<file path="src/rtl/core/lpht_pkg.sv">
// ----------------------------------------------------------------------------
// Linear probe hash table package
// Field widths, operation and status codes shared by the hash table files.
// ----------------------------------------------------------------------------
package lpht_pkg;

	localparam int TABLE_SIZE_DEFAULT = 32;

	localparam int KEY_W  = 31;
	localparam int VAL_W  = 16;
	localparam int SLOT_W = 5;

	typedef enum logic [0:0] {
		OP_INSERT = 1'b0,
		OP_SEARCH = 1'b1
	} opcode_t;

	typedef enum logic [1:0] {
		STATUS_INSERTED  = 2'd0,
		STATUS_FOUND     = 2'd1,
		STATUS_NOT_FOUND = 2'd2,
		STATUS_FULL      = 2'd3
	} status_t;

endpackage

</file>
<file path="src/rtl/core/lpht_ram.sv">
// ----------------------------------------------------------------------------
// Generic RAM
// One write port and one read port with registered read data.
// ----------------------------------------------------------------------------
module lpht_ram #(
	parameter int WIDTH = 16,
	parameter int DEPTH = 32
) (
	input  logic                     clk,
	input  logic                     we,
	input  logic [$clog2(DEPTH)-1:0] waddr,
	input  logic [WIDTH-1:0]         wdata,
	input  logic [$clog2(DEPTH)-1:0] raddr,
	output logic [WIDTH-1:0]         rdata
);

	logic [WIDTH-1:0] mem_q [DEPTH];

	always_ff @(posedge clk) begin
		if (we) begin
			mem_q[waddr] <= wdata;
		end
		rdata <= mem_q[raddr];
	end

endmodule

</file>
<file path="src/rtl/core/lpht_hash.sv">
// ----------------------------------------------------------------------------
// Home slot unit
// Three-stage key modulo table size by reciprocal multiply and correction.
// ----------------------------------------------------------------------------
module lpht_hash #(
	parameter int TABLE_SIZE = lpht_pkg::TABLE_SIZE_DEFAULT
) (
	input  logic                          clk,
	input  logic                          arst_n,
	input  logic                          in_valid,
	input  logic [lpht_pkg::KEY_W-1:0]    in_key,
	output logic                          out_valid,
	output logic [$clog2(TABLE_SIZE)-1:0] out_slot
);

	localparam int AW = $clog2(TABLE_SIZE);
	localparam int KW = lpht_pkg::KEY_W;
	localparam logic [31:0] RECIP = 32'(33'h1_0000_0000 / TABLE_SIZE);
	localparam logic [KW-1:0] SIZE_K = KW'(TABLE_SIZE);

	logic              v_s1, v_s2, v_s3;
	logic [KW-1:0]     key_s1, key_s2;
	logic [KW+31:0]    prod_s1;
	logic [KW-1:0]     qn_s2;
	logic [AW-1:0]     slot_s3;

	logic [KW+31:0]    prod_c;
	logic [KW-1:0]     quot_c;
	logic [KW-1:0]     qn_c;
	logic [KW-1:0]     rem_c;
	logic [KW-1:0]     rem_adj_c;

	assign prod_c    = {32'b0, in_key} * {KW'(0), RECIP};
	assign quot_c    = prod_s1[KW+31:32];
	assign qn_c      = quot_c * SIZE_K;
	assign rem_c     = key_s2 - qn_s2;
	assign rem_adj_c = (rem_c >= SIZE_K) ? (rem_c - SIZE_K) : rem_c;

	always_ff @(posedge clk or negedge arst_n) begin
		if (!arst_n) begin
			v_s1 <= 1'b0;
			v_s2 <= 1'b0;
			v_s3 <= 1'b0;
		end else begin
			v_s1 <= in_valid;
			v_s2 <= v_s1;
			v_s3 <= v_s2;
		end
	end

	always_ff @(posedge clk) begin
		prod_s1 <= prod_c;
		key_s1  <= in_key;
		qn_s2   <= qn_c;
		key_s2  <= key_s1;
		slot_s3 <= AW'(rem_adj_c);
	end

	assign out_valid = v_s3;
	assign out_slot  = slot_s3;

endmodule

</file>
<file path="src/rtl/core/linear_probe_hash_table.sv">
// ----------------------------------------------------------------------------
// Linear probe hash table
// Open addressing table of nonzero keys with insert and search requests.
// ----------------------------------------------------------------------------
// After reset the key memory is swept to empty with s_tready low. One request
// is handled at a time. A request with key zero goes straight to the result;
// any other request probes 1 to TABLE_SIZE slots: the modulo pipeline gives
// the home slot, then one key memory read per probe, pipelined at one probe
// per cycle. A result may wait in the output register while the next request
// is taken.
module linear_probe_hash_table #(
	parameter int TABLE_SIZE = lpht_pkg::TABLE_SIZE_DEFAULT
) (
	input  logic        clk,
	input  logic        arst_n,
	input  logic        s_tvalid,
	output logic        s_tready,
	input  logic [47:0] s_tdata,   // key[30:0], payload[46:31], zero[47]
	input  logic [0:0]  s_tuser,   // opcode[0]
	output logic        m_tvalid,
	input  logic        m_tready,
	output logic [23:0] m_tdata,   // payload_out[15:0], slot[20:16], zero[23:21]
	output logic [1:0]  m_tuser    // status[1:0]
);

	localparam int AW = $clog2(TABLE_SIZE);
	localparam int KW = lpht_pkg::KEY_W;
	localparam int VW = lpht_pkg::VAL_W;
	localparam int SW = lpht_pkg::SLOT_W;
	localparam logic [AW-1:0] LAST = AW'(TABLE_SIZE - 1);

	typedef enum logic [4:0] {
		ST_CLEAR = 5'b00001,
		ST_IDLE  = 5'b00010,
		ST_HASH  = 5'b00100,
		ST_PROBE = 5'b01000,
		ST_DONE  = 5'b10000
	} state_t;

	state_t              state_q;
	logic [AW-1:0]       clr_q;
	logic [AW-1:0]       addr_q;
	logic [AW-1:0]       chk_q;
	logic [AW-1:0]       cnt_q;
	logic                pend_q;
	lpht_pkg::opcode_t   op_q;
	logic [KW-1:0]       key_q;
	logic [VW-1:0]       val_q;
	lpht_pkg::status_t   res_status_q;
	logic [VW-1:0]       res_val_q;
	logic [SW-1:0]       res_slot_q;
	logic                out_valid_q;
	lpht_pkg::status_t   out_status_q;
	logic [VW-1:0]       out_val_q;
	logic [SW-1:0]       out_slot_q;

	logic                accept;
	logic [KW-1:0]       in_key;
	logic                hash_valid;
	logic [AW-1:0]       hash_slot;
	logic [KW-1:0]       key_rdata;
	logic [VW-1:0]       val_rdata;
	logic                key_we;
	logic [AW-1:0]       key_waddr;
	logic [KW-1:0]       key_wdata;
	logic                val_we;
	logic                hit_empty;
	logic                hit_match;
	logic                probe_end;
	logic                probe_done;
	logic                out_load;
	logic [AW-1:0]       addr_next;

	assign s_tready = (state_q == ST_IDLE);
	assign accept   = s_tvalid && s_tready;
	assign in_key   = s_tdata[KW-1:0];

	lpht_hash #(
		.TABLE_SIZE(TABLE_SIZE)
	) u_hash (
		.clk      (clk),
		.arst_n   (arst_n),
		.in_valid (accept && (in_key != '0)),
		.in_key   (in_key),
		.out_valid(hash_valid),
		.out_slot (hash_slot)
	);

	assign hit_empty  = pend_q && (key_rdata == '0);
	assign hit_match  = pend_q && (key_rdata == key_q);
	assign probe_end  = pend_q && (cnt_q == LAST);
	assign probe_done = (state_q == ST_PROBE) &&
		(hit_empty || (hit_match && (op_q == lpht_pkg::OP_SEARCH)) || probe_end);
	assign addr_next  = (addr_q == LAST) ? '0 : (addr_q + 1'b1);

	assign val_we    = (state_q == ST_PROBE) && hit_empty && (op_q == lpht_pkg::OP_INSERT);
	assign key_we    = (state_q == ST_CLEAR) || val_we;
	assign key_waddr = (state_q == ST_CLEAR) ? clr_q : chk_q;
	assign key_wdata = (state_q == ST_CLEAR) ? '0 : key_q;

	lpht_ram #(
		.WIDTH(KW),
		.DEPTH(TABLE_SIZE)
	) u_key_ram (
		.clk  (clk),
		.we   (key_we),
		.waddr(key_waddr),
		.wdata(key_wdata),
		.raddr(addr_q),
		.rdata(key_rdata)
	);

	lpht_ram #(
		.WIDTH(VW),
		.DEPTH(TABLE_SIZE)
	) u_val_ram (
		.clk  (clk),
		.we   (val_we),
		.waddr(chk_q),
		.wdata(val_q),
		.raddr(addr_q),
		.rdata(val_rdata)
	);

	assign out_load = (state_q == ST_DONE) && (!out_valid_q || m_tready);

	always_ff @(posedge clk or negedge arst_n) begin
		if (!arst_n) begin
			state_q     <= ST_CLEAR;
			clr_q       <= '0;
			pend_q      <= 1'b0;
			cnt_q       <= '0;
			out_valid_q <= 1'b0;
		end else begin
			unique case (state_q)
				ST_CLEAR: begin
					clr_q <= clr_q + 1'b1;
					if (clr_q == LAST) begin
						state_q <= ST_IDLE;
					end
				end
				ST_IDLE: begin
					if (accept) begin
						state_q <= (in_key == '0) ? ST_DONE : ST_HASH;
					end
				end
				ST_HASH: begin
					pend_q <= 1'b0;
					cnt_q  <= '0;
					if (hash_valid) begin
						state_q <= ST_PROBE;
					end
				end
				ST_PROBE: begin
					pend_q <= 1'b1;
					if (pend_q) begin
						cnt_q <= cnt_q + 1'b1;
					end
					if (probe_done) begin
						state_q <= ST_DONE;
					end
				end
				ST_DONE: begin
					if (out_load) begin
						state_q <= ST_IDLE;
					end
				end
				default: begin
					state_q <= ST_IDLE;
				end
			endcase

			if (out_load) begin
				out_valid_q <= 1'b1;
			end else if (m_tready) begin
				out_valid_q <= 1'b0;
			end
		end
	end

	always_ff @(posedge clk) begin
		if (accept) begin
			op_q  <= lpht_pkg::opcode_t'(s_tuser[0]);
			key_q <= in_key;
			val_q <= s_tdata[KW+VW-1:KW];
			res_status_q <= (s_tuser[0] == lpht_pkg::OP_INSERT) ?
				lpht_pkg::STATUS_FULL : lpht_pkg::STATUS_NOT_FOUND;
			res_val_q  <= '0;
			res_slot_q <= '0;
		end
		if (state_q == ST_HASH) begin
			addr_q <= hash_slot;
		end
		if (state_q == ST_PROBE) begin
			addr_q <= addr_next;
			chk_q  <= addr_q;
			priority if (hit_empty && (op_q == lpht_pkg::OP_INSERT)) begin
				res_status_q <= lpht_pkg::STATUS_INSERTED;
				res_val_q    <= '0;
				res_slot_q   <= SW'(chk_q);
			end else if (hit_match && (op_q == lpht_pkg::OP_SEARCH)) begin
				res_status_q <= lpht_pkg::STATUS_FOUND;
				res_val_q    <= val_rdata;
				res_slot_q   <= SW'(chk_q);
			end else if (hit_empty || probe_end) begin
				res_status_q <= (op_q == lpht_pkg::OP_INSERT) ?
					lpht_pkg::STATUS_FULL : lpht_pkg::STATUS_NOT_FOUND;
				res_val_q    <= '0;
				res_slot_q   <= '0;
			end
		end
		if (out_load) begin
			out_status_q <= res_status_q;
			out_val_q    <= res_val_q;
			out_slot_q   <= res_slot_q;
		end
	end

	assign m_tvalid = out_valid_q;
	assign m_tdata  = {3'b000, out_slot_q, out_val_q};
	assign m_tuser  = out_status_q;

endmodule

</file>
<file path="config.mk">
export PLATFORM = sky130hd
export DESIGN_NAME = linear_probe_hash_table
export DESIGN_NICKNAME = d
export VERILOG_FILES = /design/src/rtl/core/lpht_pkg.sv /design/src/rtl/core/lpht_ram.sv /design/src/rtl/core/lpht_hash.sv /design/src/rtl/core/linear_probe_hash_table.sv
export SDC_FILE = /design/constraint.sdc
export NUM_CORES = 2
export LEC_CHECK = 0
export BUFFER_PORTS_ARGS = -buffer_cell sky130_fd_sc_hd__buf_4
export CAP_MARGIN = 10
export CORE_ASPECT_RATIO = 0.9
export CORE_UTILIZATION = 50
export CTS_CLUSTER_SIZE = 28
export DETAILED_ROUTE_END_ITERATION = 6
export HOLD_SLACK_MARGIN = 0.05
export PLACE_DENSITY = 0.76
export SYNTH_ARGS = -nofsm -noshare
export SYNTH_HDL_FRONTEND = slang
export SYNTH_SLANG_ARGS = --single-unit
export TNS_END_PERCENT = 100
</file>
<file path="constraint.sdc">
create_clock -name clk -period 5.2 [get_ports clk]
set_clock_uncertainty 0.15 [all_clocks]
set_input_delay 0.52 -clock clk [delete_from_list [all_inputs] [get_ports clk]]
set_output_delay 0.52 -clock clk [all_outputs]
set_load 0.1 [all_outputs]
</file>
# Word level (Yosys, flattened, before mapping)
# Memories as Yosys holds them, arrays and structs flattened. A register that Yosys moved wholly into a read port is not among the register bits.
# Cells that the tools add are included.
dict set report word_totals {
  ff_bits 217
  wordCells 110
  mem_count 2
  mem_bits_rw 1504
  input_bits 53
  output_inout_bits 28
  rom_bits 0
  latch_bits 0
}
# name depth word_bits read_ports rd_ports_with_merged_regs write_ports line
set memory_table {}
lappend memory_table {u_key_ram.mem_q 32 31 1 1 1 lpht_ram.sv:17} ;# logic [WIDTH-1:0] mem_q [DEPTH];
lappend memory_table {u_val_ram.mem_q 32 16 1 1 1 lpht_ram.sv:17}
dict set report classes {
  mul 0
  shift 0
  mux 39
  bitwise 1
  n_addsub 5
  magnitude_cmp 1
  div 0
  reduce_logical 24
  eq_ne 15
}
# operator n
set op_table {}
lappend op_table {{5-bit 2-to-1 mux} 17}
lappend op_table {{16-bit 2-to-1 mux} 5}
lappend op_table {{31-bit logical NOT} 2}
lappend op_table {{31-bit equality test} 1}
lappend op_table {{31-bit by 6-bit greater-or-equal comparator with 1-bit output (second input constant)} 1}
lappend op_table {{31-bit 2-to-1 mux} 1}
lappend op_table {{31-bit nonzero test} 1}
lappend op_table {{31-bit subtractor} 1}
lappend op_table {{5-bit one-hot mux with 5 select lines} 1}
lappend op_table {{5-bit equality test (second input constant)} 4}
lappend op_table {{5-bit by 1-bit adder with 5-bit output (second input constant)} 3}
lappend op_table {{1-bit logical AND} 11}
lappend op_table {{2-bit 2-to-1 mux} 5}
lappend op_table {{5-bit one-hot mux with 2 select lines} 1}
lappend op_table {{1-bit 2-to-1 mux} 8}
lappend op_table {{2-bit by 1-bit inequality test with 1-bit output (second input constant)} 3}
lappend op_table {{2-bit inequality test (second input constant)} 3}
lappend op_table {{5-bit by 1-bit equality test with 1-bit output (second input constant)} 1}
lappend op_table {{5-bit by 2-bit equality test with 1-bit output (second input constant)} 1}
lappend op_table {{5-bit by 3-bit equality test with 1-bit output (second input constant)} 1}
lappend op_table {{5-bit by 4-bit equality test with 1-bit output (second input constant)} 1}
lappend op_table {{1-bit logical OR} 5}
lappend op_table {{5-bit AND reduction} 1}
lappend op_table {{5-bit by 1-bit subtractor with 5-bit output (second input constant)} 1}
lappend op_table {{other kinds (5)} 6}

# Logic depth before layout (Yosys ltp)
dict set report depth {
  depth_word 8
  mapped_depth 8
  ltp_nobuf 7
}

# Hierarchy
# From an unflattened synthesis, not the netlist that was laid out.
dict set report unflattened {
  hier_cells 3740
  area_unflattened_um2 65102.4
}
# module area_each_um2 seq_area_each_um2 n_inst cells_each
set by_module_without_submodules {}
lappend by_module_without_submodules {{lpht_ram at u_key_ram} 39163.8 30409.2 1 2192}
lappend by_module_without_submodules {{lpht_ram at u_val_ram} 20535.9 15695.1 1 1143}
lappend by_module_without_submodules {linear_probe_hash_table 5027.3 3319.4 1 387}
lappend by_module_without_submodules {lpht_hash 375.4 375.4 1 18}

# Worst setup path before layout
# OpenSTA, ideal clock, no wires.
dict set report synth_path {
  path_kind {reg2reg}
  start {reg pend_q}
  end {mem u_key_ram.mem_q[10][0] (netlist name), enable pin}
  path_buffers 1
  setup_time_ns 0.458
  required_ns 4.592
  period_less_slack_ns 4.407
  arrival_ns 3.799
  setup_slack_ns 0.793
  path_stages_with_launch 7
  path_cell_list {dfrtp_1 buf_2 nor4b_1 nand4_1 nor4_2 a22oi_1 nor3_1}
}
dict set report synth_between {
  elab_chain_cells 6
}
# element line
set synth_rtl {}
lappend synth_rtl {{start, declared} linear_probe_hash_table.sv:45} ;# logic pend_q;
lappend synth_rtl {{start signal, assigned} linear_probe_hash_table.sv:131} ;# pend_q <= 1'b0;
lappend synth_rtl {{start signal, assigned} linear_probe_hash_table.sv:148} ;# pend_q <= 1'b0;
lappend synth_rtl {{start signal, assigned} linear_probe_hash_table.sv:155} ;# pend_q <= 1'b1;
lappend synth_rtl {{1-bit logical AND} linear_probe_hash_table.sv:89} ;# assign hit_empty = pend_q && (key_rdata == '0);
lappend synth_rtl {{1-bit logical AND (2 in a row)} linear_probe_hash_table.sv:96} ;# assign val_we = (state_q == ST_PROBE) && hit_empty && (op_q == lpht_pkg::OP_INSERT);
lappend synth_rtl {{1-bit logical OR} linear_probe_hash_table.sv:97} ;# assign key_we = (state_q == ST_CLEAR) || val_we;
lappend synth_rtl {{1-bit 2-to-1 mux} lpht_ram.sv:20} ;# if (we) begin
lappend synth_rtl {{1-bit 2-to-1 mux (not written as such)} lpht_ram.sv:21} ;# mem_q[waddr] <= wdata;
lappend synth_rtl {{end, declared} lpht_ram.sv:17}
# Every way passes these cells.

# Final worst setup path
dict set report layout_path {
  start {reg pend_q}
  end {mem u_key_ram.mem_q[19][10] (netlist name), enable pin}
}
# The elaborated chain is that of the path after synthesis.

==> impl_metrics.csv <==
group,metric,value,unit
routing,drt_iter0_markers,4067,
synthesis,synth_edf_count,1585,
sta,setup_tns,0,ns
synthesis,ys.flop_type,"edfxtp_1",
run,maxCapViolCount,0,
cts,cts-root-buf,"clkbuf_16",
critical_path,crit_chain,"nor4b_1 > nand4_1 > nor4_2 > a21oi_1 > buf_4 > nor3_2 > buf_4",
placement,numPortBuffers,76,
routing,viasPerCell,6.364,
sta,worstMarginPinSlew,1.242,ns
pwr,power_switching,7.639,mW
critical_path,worstReg2RegStart,"pend_q",
pwr,swShare,0.2379,
critical_path,r2r-end,"u_key_ram.mem_q[19][10]",
cts,clock_path_buffers,3,
worst_hold_path,min_path_type,"reg -> reg",
cts,path_clk_slew,0.06,ns
layout,most-common-layout-cells,"edfxtp_1 (1585), mux4_2 (464), buf_4 (180)",
grt,overflow,0,
cts,cts_resized,0,
routing,wire_per_inst,31.38,um
layout,area_growth_syn_to_layout,14.67,%
critical_path,reg2reg_depth,7,
pwr,max-vdd-ir-drop,349.4,uV
critical_path,cpPeakStageDelay,0.63,ns
pwr,comb_power_share,0.120,
sta,max_freq,248.8,MHz
placement,placedCellCount,4497,
layout,fin_cells,4849,
grt,grt_usage,0.2379,
pwr,pwr-share-seq,0.505,
synthesis,ys_warn_count,0,
cts,cts_tree,"done",
critical_path,crit_family,"simple AND/OR/NAND/NOR gates",
critical_path,required,5.45,ns
routing,drc,0,
layout,final_nets,3069,
cts,cts.sinks,1690,
sta,rsz0062_at_grt,"no",
floorplan,core-area,0.1269,mm2
sta,timing.hold.ws,0.1773,ns
routing,vias,30860,
sta,timing.final.crit_share,0.7728,
sta,min_period,4.019,ns
critical_path,cp_num_cells,7,
placement,hpwl,81790,um
synthesis,netlist_instances,2735,
run_status,status,"complete, no violations",
cts,cts_setup_buffers,0,
critical_path,crit_top_cell,"buf_4",
placement,routabilityCongestion,0.8651,
critical_path,worstSetupEndpoint,"u_key_ram.mem_q[19][10]",
grt,antenna_found_initial,3,
floorplan,chipHeight,341.2,um
synthesis,synthArstFlopShare,0.01183,
grt,grt_pass1_vias,31780,
pwr,power_density,438.1,mW/mm2
floorplan,floorplan.initialDensity,0.5035,
routing,routed_wl,152200,um
layout,final_common_cell,"edfxtp_1",
layout,layout-drive-gt1-share,0.3130,
grt,grt_max_degree,154,
synthesis,syn_area_per_cell,23.36,um2
cts,cts_max_level,4,
routing,detail-route-antenna-nets,0,
critical_path,crit_buf_inv,2,
pwr,p_int,24.46,mW
cts,numCtsBuffers,159,
routing,firstDrtPassIters,5,
critical_path,ff2ff_setup_slack,1.18,ns
sta,maxSlewHeadroom,0.1717,
synthesis,synth-seq-cells,1690,
sta,maxSlewViolCount,0,
cts,clkLatencyLatePin,0.79,ns
critical_path,worst_setup_path_end_kind,"register",
synthesis,netlist_area,0.06390,mm2
floorplan,die_w,378.8,um
cts,cts-hold-fix-buffers,53,
synthesis,yosysSeqAreaShare,0.7793,
sta,setup_viol_count_final,0,
pwr,p_leak,23.37,nW
sta,hold_viol_final,0,
floorplan,num_rows,124,
pwr,p_clk_frac,0.375,
floorplan,io_pins,81,
critical_path,critPathArrivalTime,4.27,ns
grt,grt_pass1_wl,218800,um
critical_path,crit_slowest_cell,"nor4_2",
critical_path,start_kind,"register",
worst_hold_path,hp-start,"u_hash.prod_s1[27]",
critical_path,crit_type,"reg -> reg",
floorplan,dieArea,0.1292,mm2
critical_path,cp_max_fo,28,
critical_path,critPathLaunch,"pend_q",
synthesis,yosysUniqueCellTypes,54,
==> Yosys cell counts, types with 19 or more instances <==
cell type	instances	share of area
mux2_2	48	0.0085
edfxtp_1	1585	0.74
nor2_1	48	0.0028
clkbuf_1	80	0.0047
xnor2_1	20	0.0027
nand2_1	61	0.0036
nor3_1	34	0.0027
and3_1	22	0.0022
mux4_2	464	0.16
and2_1	31	0.0030
buf_2	26	0.0020
dfxtp_1	85	0.027
dfrtp_1	19	0.0074
==> kinds of logic (layout without fill, tap and decap cells) <==
| logic type | after synthesis | in the layout | synth area share |
|---|---|---|---|
| flip-flops | 1690 | 1690 | 0.7793 |
| multiplexers | 519 | 519 | 0.1746 |
| AND/OR/NAND/NOR | 260 | 260 | 0.02072 |
| buffers and inverters | 150 | 560 | 0.01067 |
| AO/OA/AOI/OAI | 72 | 72 | 0.008400 |
| XOR/XNOR | 37 | 37 | 0.005071 |
| adder cells (fa/ha/maj) | 6 | 6 | 0.001175 |
| other | 1 | 4 | 0.00005868 |
==> power groups by stage <==
stage	Combinational [mW]	Sequential, mW	Clock (mW)
global route	4.05	16.2	12.6
finish	3.85	16.2	12.0
floorplan	2.71	16.2	0
CTS	3.87	16.2	12.2
global placement	3.63	16.4	0
detailed placement	3.76	16.5	0
==> layer usage <==
layer | routed length, um | up-vias | global-route usage
met5 | 0 | - | 0
met2 | 77220 | 2069 | 0.3977
li1 | - | 12170 | -
met1 | 54440 | 16280 | 0.3078
met4 | 5988 | 0 | 0.09803
met3 | 14500 | 346 | 0.04541
==> registers in the layout, indices dropped and copies added (netlist names), 16 cells and up <==
register,cells
u_key_ram.rdata,31
u_val_ram.mem_q,512
out_val_q,16
val_q,16
u_val_ram.rdata,16
key_q,31
u_key_ram.mem_q,992
res_val_q,16
==> worst min path at each step <==
stage / end / slack, ns / cells past startpoint
after global placement: u_hash.out_slot[3] / 0.17 / 0
after CTS: u_hash.key_s2[0] / 0.18 / 0
after floorplan: clr_q[0] / 0.07 / 0
after global routing: u_hash.out_slot[3] / 0.19 / 0
after detailed placement: u_hash.out_slot[0] / 0.16 / 0
final: u_hash.key_s2[0] / 0.18 / 0
==> area by class of cell <==
cell class,count,area [um2]
fill,8665,53640
sequential,1690,49800
multi-input combinational,897,13610
clock buffer,199,4335
timing repair buffer,251,2242
tap,1701,2128
clock inverter,99,1111
inverter,11,41.29
antenna,1,2.502
==> through the flow <==
step                      setup WS, ns  power (mW)    util  instance area [um2]
after CTS                        1.236       32.23  0.5773                73270
final                            1.181       32.10  0.5774                73270
after global placement           1.342       20.07  0.5302                67290
after floorplan                 0.7932       18.93       -                63910
after detailed placement         1.295       20.24  0.5302                67290
after global routing            0.9661       32.94  0.5773                73270
Note: power is estimated with default switching activity, not from simulation.
